==> src/sv/jsl_pkg.sv <==
// ----------------------------------------------------------------------------
// jsl_pkg: shared types and constants for the JPEG segment locator
// Beat payloads, parser phases, status codes and JPEG marker codes.
// ----------------------------------------------------------------------------
`default_nettype none

package jsl_pkg;

    // Width of the internal byte position counter (wraps modulo 2^OFFSET_BITS)
    localparam int OFFSET_BITS = 24;
    localparam int OUT_BITS    = 24;

    // Marker framing and codes
    localparam logic [7:0] MK_FILL = 8'hFF;
    localparam logic [7:0] MK_SOI  = 8'hD8;
    localparam logic [7:0] MK_EOI  = 8'hD9;
    localparam logic [7:0] MK_SOS  = 8'hDA;
    localparam logic [7:0] MK_DQT  = 8'hDB;
    localparam logic [7:0] MK_APP0 = 8'hE0;
    localparam logic [7:0] MK_DHT  = 8'hC4;
    localparam logic [7:0] MK_SOF0 = 8'hC0;

    // Table values start this many bytes past the byte after the DQT code
    localparam int TABLE_LEAD = 3;

    // Result status codes
    localparam logic [1:0] ST_OK        = 2'd0;
    localparam logic [1:0] ST_FRAME_ERR = 2'd1;
    localparam logic [1:0] ST_NO_START  = 2'd2;
    localparam logic [1:0] ST_NO_EOI    = 2'd3;

    typedef enum logic [3:0] {
        PH_FRAME     = 4'd0,
        PH_CODE      = 4'd1,
        PH_LEN_HI    = 4'd2,
        PH_LEN_LO    = 4'd3,
        PH_SKIP      = 4'd4,
        PH_SOS_HI    = 4'd5,
        PH_SOS_LO    = 4'd6,
        PH_SOS_SKIP  = 4'd7,
        PH_SCAN      = 4'd8,
        PH_OK        = 4'd9,
        PH_BAD_FRAME = 4'd10,
        PH_BAD_START = 4'd11
    } jsl_phase_t;

    typedef struct packed {
        logic [7:0] data_byte;
        logic       last_byte;
    } jsl_in_t;

    typedef struct packed {
        logic [1:0]          status;
        logic [1:0]          tables_found;
        logic [OUT_BITS-1:0] first_table_offset;
        logic [OUT_BITS-1:0] second_table_offset;
        logic [OUT_BITS-1:0] scan_offset;
        logic [OUT_BITS-1:0] scan_length;
    } jsl_out_t;

    // Fit a position onto the output width (zero-extend or cut)
    function automatic logic [OUT_BITS-1:0] to_out(input logic [OFFSET_BITS-1:0] v);
        logic [OFFSET_BITS+OUT_BITS-1:0] wide;
        wide = {{OUT_BITS{1'b0}}, v};
        return wide[OUT_BITS-1:0];
    endfunction

endpackage

`default_nettype wire

==> src/sv/jpeg_segment_locator.sv <==
// ----------------------------------------------------------------------------
// jpeg_segment_locator: JPEG marker segment locator, top level
// Walk the marker segments of one frame, one byte beat per cycle unless a last
// byte stalls, and report status, quantization table offsets and the scan extent.
// ----------------------------------------------------------------------------
// Usage:
//   byte channel   (byte_valid / byte_ready / byte_data): one frame byte per
//                  beat, last_byte set on the final byte of the frame.
//   result channel (result_valid / result_ready / result_data): one beat per
//                  frame, produced by the beat that carries last_byte.
// Throughput: one byte per cycle, except that a last byte waits while the
//   result register holds an untaken result. The segment state update is a
//   single short step between the input register and the result register;
//   a last byte is held in the input register, its result in the result register.
// Stall: the result register holds its beat while result_ready is low; the
//   input register keeps taking bytes that produce no result, and only a
//   second last byte waits for the result register to drain.
// Reset: rst_n clears the valid flags and the parser state; the block then
//   expects the FF of SOI. After every last byte the parser rearms for the next frame.
// ----------------------------------------------------------------------------
`default_nettype none

module jpeg_segment_locator
    import jsl_pkg::*;
(
    input  wire logic    clk,
    input  wire logic    rst_n,
    input  wire logic    byte_valid,
    output logic         byte_ready,
    input  wire jsl_in_t byte_data,
    output logic         result_valid,
    input  wire logic    result_ready,
    output jsl_out_t     result_data
);

    logic     s1_valid;
    jsl_in_t  s1_item;
    logic     s1_adv;
    logic     res_fire;
    jsl_out_t res_item;

    logic     out_valid_reg;
    logic     out_valid_next;
    jsl_out_t out_item_reg;

    // Advance the held byte unless it makes a result and the result register
    // still holds one that is not being taken
    assign s1_adv     = s1_valid
                     && (!s1_item.last_byte || !out_valid_reg || result_ready);
    assign byte_ready = !s1_valid || s1_adv;
    assign res_fire   = s1_adv && s1_item.last_byte;

    jsl_in_stage u_in_stage (
        .clk         (clk),
        .rst_n       (rst_n),
        .load        (byte_valid && byte_ready),
        .load_item   (byte_data),
        .advance     (s1_adv),
        .stage_valid (s1_valid),
        .stage_item  (s1_item)
    );

    jsl_parser u_parser (
        .clk    (clk),
        .rst_n  (rst_n),
        .step   (s1_adv),
        .item   (s1_item),
        .result (res_item)
    );

    // Result register: load on a last byte, drop once taken
    always_comb
    begin
        out_valid_next = out_valid_reg;
        if (res_fire)
        begin
            out_valid_next = 1'b1;
        end
        else if (result_ready)
        begin
            out_valid_next = 1'b0;
        end
    end

    always_ff @(posedge clk or negedge rst_n)
    begin
        if (!rst_n)
        begin
            out_valid_reg <= 1'b0;
        end
        else
        begin
            out_valid_reg <= out_valid_next;
        end
    end

    always_ff @(posedge clk)
    begin
        if (res_fire)
        begin
            out_item_reg <= res_item;
        end
    end

    assign result_valid = out_valid_reg;
    assign result_data  = out_item_reg;

    // A new result must never land on an untaken one
    assert property (@(posedge clk) disable iff (!rst_n)
        !(res_fire && out_valid_reg && !result_ready))
        else $error("result register overwritten");

    // Every new result beat comes from a last byte taken by the parser in the cycle before
    assert property (@(posedge clk) disable iff (!rst_n)
        (result_valid && !$past(result_valid && !result_ready)) |-> $past(res_fire))
        else $error("result without a last byte");

    // A stalled result holds its contents
    assert property (@(posedge clk) disable iff (!rst_n)
        (result_valid && !result_ready) |=> (result_valid && $stable(result_data)))
        else $error("stalled result changed");

endmodule

`default_nettype wire

==> src/sv/jsl_in_stage.sv <==
// ----------------------------------------------------------------------------
// jsl_in_stage: input register
// Capture one byte beat and hold it until the parser takes it.
// ----------------------------------------------------------------------------
`default_nettype none

module jsl_in_stage
    import jsl_pkg::*;
(
    input  wire logic    clk,
    input  wire logic    rst_n,
    input  wire logic    load,
    input  wire jsl_in_t load_item,
    input  wire logic    advance,
    output logic         stage_valid,
    output jsl_in_t      stage_item
);

    logic    valid_reg;
    logic    valid_next;
    jsl_in_t item_reg;

    always_comb
    begin
        valid_next = valid_reg;
        if (load)
        begin
            valid_next = 1'b1;
        end
        else if (advance)
        begin
            valid_next = 1'b0;
        end
    end

    always_ff @(posedge clk or negedge rst_n)
    begin
        if (!rst_n)
        begin
            valid_reg <= 1'b0;
        end
        else
        begin
            valid_reg <= valid_next;
        end
    end

    always_ff @(posedge clk)
    begin
        if (load)
        begin
            item_reg <= load_item;
        end
    end

    assign stage_valid = valid_reg;
    assign stage_item  = item_reg;

    // A held beat that is not taken must not change
    assert property (@(posedge clk) disable iff (!rst_n)
        (valid_reg && !advance) |=> (valid_reg && $stable(item_reg)))
        else $error("input stage lost or changed a held beat");

    // Never load over a beat that is not leaving
    assert property (@(posedge clk) disable iff (!rst_n)
        !(load && valid_reg && !advance))
        else $error("input stage overwritten");

endmodule

`default_nettype wire

==> src/sv/jsl_parser.sv <==
// ----------------------------------------------------------------------------
// jsl_parser: marker segment walker
// Step the segment state by one byte; form the frame result on the last byte.
// ----------------------------------------------------------------------------
`default_nettype none

module jsl_parser
    import jsl_pkg::*;
(
    input  wire logic    clk,
    input  wire logic    rst_n,
    input  wire logic    step,
    input  wire jsl_in_t item,
    output jsl_out_t     result
);

    localparam logic [OFFSET_BITS-1:0] POS_ONE  = OFFSET_BITS'(1);
    localparam logic [OFFSET_BITS-1:0] POS_LEAD = OFFSET_BITS'(TABLE_LEAD + 1);

    jsl_phase_t             phase_reg,  phase_next,  phase_u;
    logic [OFFSET_BITS-1:0] pos_reg,    pos_next,    pos_u;
    logic [15:0]            skip_reg,   skip_next,   skip_u;
    logic [7:0]             len_hi_reg, len_hi_next, len_hi_u;
    logic                   saw_ff_reg, saw_ff_next, saw_ff_u;
    logic                   start_reg,  start_next,  start_u;
    logic [1:0]             tcnt_reg,   tcnt_next,   tcnt_u;
    logic [OFFSET_BITS-1:0] t1_reg,     t1_next,     t1_u;
    logic [OFFSET_BITS-1:0] t2_reg,     t2_next,     t2_u;
    logic [OFFSET_BITS-1:0] scan_reg,   scan_next,   scan_u;

    logic [7:0]             b;
    logic [15:0]            seg_len;
    logic [15:0]            skip_dec;
    logic [OFFSET_BITS-1:0] pos_inc;
    logic [OFFSET_BITS-1:0] table_at;
    logic [OFFSET_BITS-1:0] scan_len;
    logic                   settled_u;
    logic [1:0]             status;

    assign b        = item.data_byte;
    assign seg_len  = {len_hi_reg, b};
    assign skip_dec = skip_reg - 16'd1;
    assign pos_inc  = pos_reg + POS_ONE;
    assign table_at = pos_reg + POS_LEAD;
    assign scan_len = pos_reg - POS_ONE - scan_reg;

    // Phase transition for one byte
    always_comb
    begin
        phase_u  = phase_reg;
        skip_u   = skip_reg;
        len_hi_u = len_hi_reg;
        saw_ff_u = saw_ff_reg;
        start_u  = start_reg;
        tcnt_u   = tcnt_reg;
        t1_u     = t1_reg;
        t2_u     = t2_reg;
        scan_u   = scan_reg;

        unique case (phase_reg) inside
            PH_FRAME:
            begin
                phase_u = (b == MK_FILL) ? PH_CODE : PH_BAD_FRAME;
            end
            PH_CODE:
            begin
                if (b == MK_FILL)
                begin
                    phase_u = PH_CODE;
                end
                else if (b == MK_SOI)
                begin
                    start_u = 1'b1;
                    phase_u = PH_FRAME;
                end
                else if (b == MK_SOS)
                begin
                    phase_u = start_reg ? PH_SOS_HI : PH_BAD_START;
                end
                else if (b == MK_DQT)
                begin
                    if (tcnt_reg == 2'd0)
                    begin
                        t1_u   = table_at;
                        tcnt_u = 2'd1;
                    end
                    else if (tcnt_reg == 2'd1)
                    begin
                        t2_u   = table_at;
                        tcnt_u = 2'd2;
                    end
                    phase_u = PH_LEN_HI;
                end
                else if (b == MK_APP0 || b == MK_DHT || b == MK_SOF0)
                begin
                    phase_u = PH_LEN_HI;
                end
                else
                begin
                    phase_u = PH_FRAME;
                end
            end
            PH_LEN_HI, PH_SOS_HI:
            begin
                len_hi_u = b;
                phase_u  = (phase_reg == PH_LEN_HI) ? PH_LEN_LO : PH_SOS_LO;
            end
            PH_LEN_LO, PH_SOS_LO:
            begin
                if (seg_len < 16'd2)
                begin
                    phase_u = PH_BAD_FRAME;
                end
                else
                begin
                    skip_u = seg_len - 16'd2;
                    if (seg_len != 16'd2)
                    begin
                        phase_u = (phase_reg == PH_LEN_LO) ? PH_SKIP : PH_SOS_SKIP;
                    end
                    else if (phase_reg == PH_LEN_LO)
                    begin
                        phase_u = PH_FRAME;
                    end
                    else
                    begin
                        phase_u  = PH_SCAN;
                        scan_u   = pos_inc;
                        saw_ff_u = 1'b0;
                    end
                end
            end
            PH_SKIP, PH_SOS_SKIP:
            begin
                skip_u = skip_dec;
                if (skip_dec == 16'd0)
                begin
                    if (phase_reg == PH_SKIP)
                    begin
                        phase_u = PH_FRAME;
                    end
                    else
                    begin
                        phase_u  = PH_SCAN;
                        scan_u   = pos_inc;
                        saw_ff_u = 1'b0;
                    end
                end
            end
            PH_SCAN:
            begin
                // any run of fill bytes before D9 ends the scan
                if (saw_ff_reg && b == MK_EOI)
                begin
                    phase_u = PH_OK;
                end
                else
                begin
                    saw_ff_u = (b == MK_FILL);
                end
            end
            default:
            begin
                // outcome fixed: ignore the rest of the frame
                phase_u = phase_reg;
            end
        endcase

        settled_u = (phase_u == PH_OK) || (phase_u == PH_BAD_FRAME)
                 || (phase_u == PH_BAD_START);
        // freeze the position once the outcome is fixed
        pos_u = settled_u ? pos_reg : pos_inc;
    end

    // Result formed from the state after this byte
    always_comb
    begin
        unique case (phase_u)
            PH_OK:        status = ST_OK;
            PH_BAD_FRAME: status = ST_FRAME_ERR;
            PH_SCAN:      status = ST_NO_EOI;
            default:      status = ST_NO_START;
        endcase

        result.status              = status;
        result.tables_found        = tcnt_u;
        result.first_table_offset  = to_out(t1_u);
        result.second_table_offset = to_out(t2_u);
        result.scan_offset         = (status == ST_OK || status == ST_NO_EOI)
                                   ? to_out(scan_u) : '0;
        result.scan_length         = (status == ST_OK) ? to_out(scan_len) : '0;
    end

    // Advance on a step; rearm for the next frame after the last byte
    always_comb
    begin
        phase_next  = phase_reg;
        pos_next    = pos_reg;
        skip_next   = skip_reg;
        len_hi_next = len_hi_reg;
        saw_ff_next = saw_ff_reg;
        start_next  = start_reg;
        tcnt_next   = tcnt_reg;
        t1_next     = t1_reg;
        t2_next     = t2_reg;
        scan_next   = scan_reg;
        if (step && item.last_byte)
        begin
            phase_next  = PH_FRAME;
            pos_next    = '0;
            skip_next   = '0;
            len_hi_next = '0;
            saw_ff_next = 1'b0;
            start_next  = 1'b0;
            tcnt_next   = '0;
            t1_next     = '0;
            t2_next     = '0;
            scan_next   = '0;
        end
        else if (step)
        begin
            phase_next  = phase_u;
            pos_next    = pos_u;
            skip_next   = skip_u;
            len_hi_next = len_hi_u;
            saw_ff_next = saw_ff_u;
            start_next  = start_u;
            tcnt_next   = tcnt_u;
            t1_next     = t1_u;
            t2_next     = t2_u;
            scan_next   = scan_u;
        end
    end

    always_ff @(posedge clk or negedge rst_n)
    begin
        if (!rst_n)
        begin
            phase_reg  <= PH_FRAME;
            pos_reg    <= '0;
            skip_reg   <= '0;
            len_hi_reg <= '0;
            saw_ff_reg <= 1'b0;
            start_reg  <= 1'b0;
            tcnt_reg   <= '0;
            t1_reg     <= '0;
            t2_reg     <= '0;
            scan_reg   <= '0;
        end
        else
        begin
            phase_reg  <= phase_next;
            pos_reg    <= pos_next;
            skip_reg   <= skip_next;
            len_hi_reg <= len_hi_next;
            saw_ff_reg <= saw_ff_next;
            start_reg  <= start_next;
            tcnt_reg   <= tcnt_next;
            t1_reg     <= t1_next;
            t2_reg     <= t2_next;
            scan_reg   <= scan_next;
        end
    end

    assert property (@(posedge clk) disable iff (!rst_n)
        tcnt_reg != 2'd3)
        else $error("table count overran");

    assert property (@(posedge clk) disable iff (!rst_n)
        (tcnt_reg != 2'd2) |-> (t2_reg == '0))
        else $error("second table offset set without two tables");

    assert property (@(posedge clk) disable iff (!rst_n)
        ((phase_reg == PH_OK || phase_reg == PH_BAD_FRAME || phase_reg == PH_BAD_START)
         && !(step && item.last_byte)) |=> $stable(pos_reg))
        else $error("position moved after the outcome was fixed");

endmodule

`default_nettype wire
==> config.mk <==
export PLATFORM = sky130hd
export DESIGN_NAME = jpeg_segment_locator
export DESIGN_NICKNAME = d
export VERILOG_FILES = /design/src/sv/jsl_pkg.sv /design/src/sv/jpeg_segment_locator.sv /design/src/sv/jsl_in_stage.sv /design/src/sv/jsl_parser.sv
export SDC_FILE = /design/constraint.sdc
export NUM_CORES = 1
export LEC_CHECK = 0
export BUFFER_PORTS_ARGS = -buffer_cell sky130_fd_sc_hd__buf_2
export CAP_MARGIN = 15
export CORE_MARGIN = 1
export CORE_UTILIZATION = 45
export CTS_BUF_LIST = sky130_fd_sc_hd__clkbuf_8
export DETAILED_ROUTE_END_ITERATION = 12
export PLACE_DENSITY = 0.76
export SLEW_MARGIN = 40
export SYNTH_ARGS = -nofsm -noshare
export SYNTH_HDL_FRONTEND = slang
export SYNTH_SLANG_ARGS = --single-unit
==> constraint.sdc <==
create_clock -name clk -period 4.1 [get_ports clk]
set_input_delay 0.205 -clock clk [delete_from_list [all_inputs] [get_ports clk]]
set_output_delay 0.205 -clock clk [all_outputs]
set_load 0.005 [all_outputs]
# Yosys cells after proc, flatten, opt, wreduce, memory -nomap -nowiden
# Index checks and enable logic that the tools add are counted.
[totals]
regBits = 239
in_bits = 13
word_cells = 174
[classes]
n_addsub = 6
n_lt_le_gt_ge = 1
n_eq_ne = 31
n_mux = 81
reduce_logical = 35
[ops]
columns = ["operator", "n"]
rows = [
  ["$mux W24", 27],
  ["$eq A8 B8 Y1 const B", 8],
  ["$mux W4", 14],
  ["$mux W16", 3],
  ["$pmux W24 S2", 1],
  ["$pmux W16 S2", 1],
  ["$add A24 B1 Y24 const B", 1],
  ["$add A24 B3 Y24 const B", 1],
  ["$mux W8", 3],
  ["$pmux W4 S6", 1],
  ["$sub A24 B1 Y24 const B", 1],
  ["$sub A24 B24 Y24", 1],
  ["$mux W2", 11],
  ["$eq A4 B4 Y1 const B", 5],
  ["$mux W1", 17],
  ["$eq A4 B3 Y1 const B", 4],
  ["$logic_not A16 Y1", 1],
  ["$lt A16 B2 Y1 const B", 1],
  ["$ne A16 B2 Y1 const B", 1],
  ["$sub A16 B1 Y16 const B", 1],
  ["$sub A16 B2 Y16 const B", 1],
  ["$ne A3 B3 Y1 const B", 5],
  ["$reduce_bool A2 Y1", 6],
  ["$eq A4 B2 Y1 const B", 2],
  ["other kinds (20)", 37],
]

# Logic depth before layout (Yosys ltp)
[logic_depth]
ltp_word = 15
depth_mapped = 16
depth_no_buf = 14

# Cells and area by module
# A second synthesis with hierarchy kept.
[hier_totals]
cells_unflattened = 1278
hier_area_um2 = 12744.7
[modules_own_cells]
columns = ["mod", "n_inst", "cells_each", "area_each_um2", "seq_area_each_um2"]
rows = [
  ["jsl_parser", 1, 1157, 9342.7, 3203.1],
  ["jpeg_segment_locator", 1, 109, 3095.5, 3027.9],
  ["jsl_in_stage", 1, 12, 306.5, 295.3],
]

# Worst setup path before layout
# OpenSTA, ideal clock, no wires.
[synth_timing]
path_type = "register to register"
start = "register u_parser.skip_reg[0]"
end = "register out_item_reg, in the netlist result_data[16] (data pin)"
setup_ps = 259
arrival_ps = 3571
path_slack_ps = 270
stages_incl_launch_ff = 16
path_buffers = 2
period_less_slack_ps = 3830
cell_sequence = "dfrtp_1 -> inv_1 -> ha_1 -> clkbuf_1 -> nor4b_1 -> and3_1 -> a2bb2oi_1 -> a2111oi_4 -> o22ai_1 -> or2_2 -> or3_1 -> ha_1 -> clkbuf_1 -> nand3b_1 -> o311ai_0 -> a211o_1"
[synth_via]
elab_chain_cells = 7
[synth_lines]
columns = ["item", "line_no", "rtl"]
rows = [
  ["from (decl)", "jsl_parser.sv:22", "logic [15:0] skip_reg, skip_next, skip_u;"],
  ["from (signal assigned)", "jsl_parser.sv:254", "skip_reg <= skip_next;"],
  ["$sub A16 B1 Y16 *", "jsl_parser.sv:42", "assign skip_dec = skip_reg - 16'd1;"],
  ["$logic_not A16 Y1 *", "jsl_parser.sv:136", "if (skip_dec == 16'd0)"],
  ["$mux W4 *", "jsl_parser.sv:136", ""],
  ["$pmux W4 S6 *", "jsl_parser.sv:60", "unique case (phase_reg) inside"],
  ["$eq A4 B4 Y1", "jsl_parser.sv:178", "unique case (phase_u)"],
  ["$pmux W2 S3 *", "jsl_parser.sv:178", ""],
  ["$logic_not A2 Y1 *", "jsl_parser.sv:191", "result.scan_length = (status == ST_OK) ? to_out(scan_len) : '0;"],
  ["to (signal assigned)", "jpeg_segment_locator.sv:101", "out_item_reg <= res_item;"],
  ["to (decl)", "jpeg_segment_locator.sv:44", "jsl_out_t out_item_reg;"],
]
# Every way passes the cells marked *; elsewhere a longest branch is shown, timed or not.
# A chain may end at the register's enable or synchronous reset.

# Worst setup path after layout
[layout_timing]
start = "register u_parser.skip_reg[1]"
end = "register out_item_reg, in the netlist result_data[16] (data pin)"
# Same word-level chain as after synthesis.

==> results_dict.tcl <==
set metrics [dict create \
    tightestPinTransition_ns 0.669 \
    cts-root-buf "clkbuf_8" \
    nets 1430 \
    io_buffers 114 \
    synth_xor_area_share_pct 4.15 \
    worstPathArrival_ns 4.13 \
    fin_crit_ns 3.84 \
    yosys.cell_types.count 78 \
    drive_above_1_share_pct 17.7 \
    clkTransAtPathRegs_ns 0.06 \
    grt_setup_unrepaired "no" \
    cts.sinks 239 \
    drv_cap 0 \
    grt_pass1_vias 9569 \
    vias 10200 \
    netlist_area_sq_um 12700 \
    synth_compound_area_share_pct 18.5 \
    seq_area_frac_synth_pct 51.6 \
    largest_reg_flops 100 \
    synth.most_common_cell "dfrtp_1" \
    wl_um 32300 \
    via_per_inst 5.69 \
    synth_mux_area_share_pct 1.50 \
    grt-ovfl-total 0 \
    synth_top_family_by_area "compound AO/OA/AOI/OAI gates" \
    worstSkewPairLatency_ns 0.54 \
    syn_area_per_cell_sq_um 10.1 \
    crit_path_end_kind "register" \
    synthTopCellsByArea "edfxtp_1, dfrtp_1, a22o_1" \
    ys_warn_count 0 \
    gp_congestion 0.910 \
    fin_util_pct 53.0 \
    grt_pass1_wl_um 51600 \
    peakVddDrop_mv 0.653 \
    num_antenna_cells 0 \
    worstPathRequired_ns 4.39 \
    setup_violations 0 \
    synth_cells 1253 \
    cp_max_fo 13 \
    start_util_pct 45.7 \
    drv_slew 0 \
    drt_first_pass_iters 5 \
    power_uw 8050 \
    ys_ff_latch 239 \
    route.detailed.drc 0 \
    status "complete, no violations" \
    wl_per_cell_um 18.0 \
    syn_nets 1299 \
    synthSimpleGateAreaFrac_pct 16.9 \
    max_slew_margin_pct 55.4 \
    hold_viol_final 0 \
    ys_top_cells_by_count "dfrtp_1, nor2_1, edfxtp_1, nand2_1, o21ai_0" \
    finalClockSkew_ns 0.0330 \
    fin_crit_sh_pct 93.8 \
    die_y_um 170 \
    fin_setup_tns_ns 0 \
    core_area_sq_um 27700 \
    syn2layout_area_growth_pct 16.1 \
    ant_nets 0 \
    min_path_type "input pin to async pin" \
    cts_htree_levels 2 \
    die_area_sq_um 28800 \
    cts_buffers 41 \
    io_pins 115 \
    crit_type "register to register" \
    first_iter_violations 988 \
    num_rows 61 \
    power_density_nw_per_um2 548 \
    antenna_found_initial 0 \
    grt_max_degree 86 \
    grt_usage_pct 22.7 \
    p_leak_uw 0.00609 \
    synth_largest_area_cell "edfxtp_1" \
    netlist.area_leader.share_pct 25.9 \
    synthAdderAreaFrac_pct 3.32 \
    clockBufferDepth 3 \
    max_freq_mhz 260 \
    cts_tree "yes" \
    ys_async_sr_fraction_pct 54.4 \
    dp_hpwl_um 22600 \
    worstSetupStartpointType "register" \
    die_w_um 170 \
    ys.flop_type "dfrtp_1" \
    synth_edf_count 109 \
]
==> critical path, stage by stage (launching register included) <==
cell and delay (ns):
dfrtp_1 0.38, inv_1 0.10, ha_2 0.29, nor4b_1 0.32, and3_1 0.20, a2bb2oi_1 0.11, a2111oi_4 0.52, o22ai_1 0.19
or2_2 0.33, or3_1 0.35, ha_2 0.29, nand3b_1 0.12, o311ai_0 0.13, a211o_1 0.25
==> what timing repair did <==
| item | 4_1_cts | 5_1_grt |
|---|---|---|
| setup buffers | 0 | 0 |
| gates resized for setup | 0 | 2 |
| endpoints found under the setup margin | 0 | 21 |
| hold endpoints to repair | 56 | 0 |
| hold buffers | 12 | 0 |
==> cell usage in the layout (no fill, tap or decap), types with 6 or more instances in the layout <==
cell type | Yosys | final
a21oi_1 | 86 | 86
a22o_1 | 54 | 54
or2_2 | 11 | 11
nand4_1 | 13 | 13
ha_1 | 32 | 30
buf_4 | 6 | 33
clkbuf_8 | 0 | 52
nand3b_1 | 7 | 7
mux2i_1 | 10 | 10
nor4_1 | 6 | 6
xnor2_1 | 37 | 37
nand2_1 | 104 | 103
nand3_1 | 16 | 16
buf_2 | 14 | 113
xor2_1 | 23 | 23
mux2_2 | 8 | 8
dfrtp_1 | 130 | 130
and2_1 | 29 | 29
nor2_1 | 125 | 124
nor3_1 | 29 | 28
a31oi_1 | 10 | 10
a21o_1 | 23 | 23
o21ai_0 | 92 | 92
edfxtp_1 | 109 | 109
nand2b_1 | 20 | 20
nor2b_1 | 6 | 6
and3_1 | 9 | 9
or4_1 | 7 | 7
o21ai_1 | 8 | 8
dlygate4sd3_1 | 0 | 12
or3_1 | 13 | 13
inv_1 | 52 | 63
o31ai_1 | 7 | 7
a211oi_1 | 26 | 26
==> power by group <==
group | internal [uW] | total, uW | switching [uW]
Combinational | 1150 | 2820 | 1670
Sequential | 2850 | 3050 | 203
Clock | 1210 | 2180 | 971
Total | 5200 | 8050 | 2840
==> stage by stage <==
step                      cell area (sq um)  hold slack (ns)  std cells  setup slack (ns)
after floorplan                       12700          -0.0906       1253             0.270
after global placement                13700            0.271       1707             0.213
after detailed placement              13700            0.275       1707            0.0891
after CTS                             14700            0.237       1794            0.0802
after global routing                  14700            0.282       1794            0.0295
final                                 14700            0.226       1794             0.256
==> worst paths after layout <==
kind                                                  start                            endpoint  slack [ns]  cells past startpoint
max in group asynchronous                             rst_n     u_parser.t1_reg[16]$_DFFE_PN0P_        2.93                      3
setup reg to reg           u_parser.skip_reg[1]$_DFFE_PN0P_       result_data[16]$_SDFFCE_PP0P_        0.26                     13
hold reg to reg              u_parser.t1_reg[1]$_DFFE_PN0P_      u_parser.t1_reg[1]$_DFFE_PN0P_        0.50                      1
min in group clk                               byte_data[1]  u_in_stage.stage_item[1]$_DFFE_PP_        0.38                      2
setup / recovery           u_parser.skip_reg[1]$_DFFE_PN0P_       result_data[16]$_SDFFCE_PP0P_        0.26                     13
hold / removal                                        rst_n   u_parser.skip_reg[11]$_DFFE_PN0P_        0.23                      2
==> layout make-up <==
type	instances	area, sq um
clock buffer	52	716
clock inverter	23	125
fill	2451	13000
inverter	52	198
multi-input combinational	888	5640
sequential	239	6530
tap	378	473
timing repair buffer	162	1010
==> layer usage <==
layer | GRT usage (%) | share of wire (%) | wire (um) | up-vias
li1 | - | - | - | 4806
met1 | 33.3 | 46 | 14900 | 4965
met2 | 34.9 | 45 | 14600 | 392
met3 | 3.71 | 6.9 | 2240 | 46
met4 | 6.23 | 2.1 | 682 | 0
met5 | 0 | 0 | 0 | -
==> kinds of logic (layout without fill, tap and decap cells) <==
kind of cell / Yosys count / in the layout
buffers and inverters: 126 / 289
AO/OA/AOI/OAI: 354 / 354
AND/OR/NAND/NOR: 423 / 423
XOR/XNOR: 60 / 60
multiplexers: 18 / 18
adder cells (fa/ha/maj): 33 / 33
flip-flops: 239 / 239
Note: power is estimated with default switching activity, not from simulation.
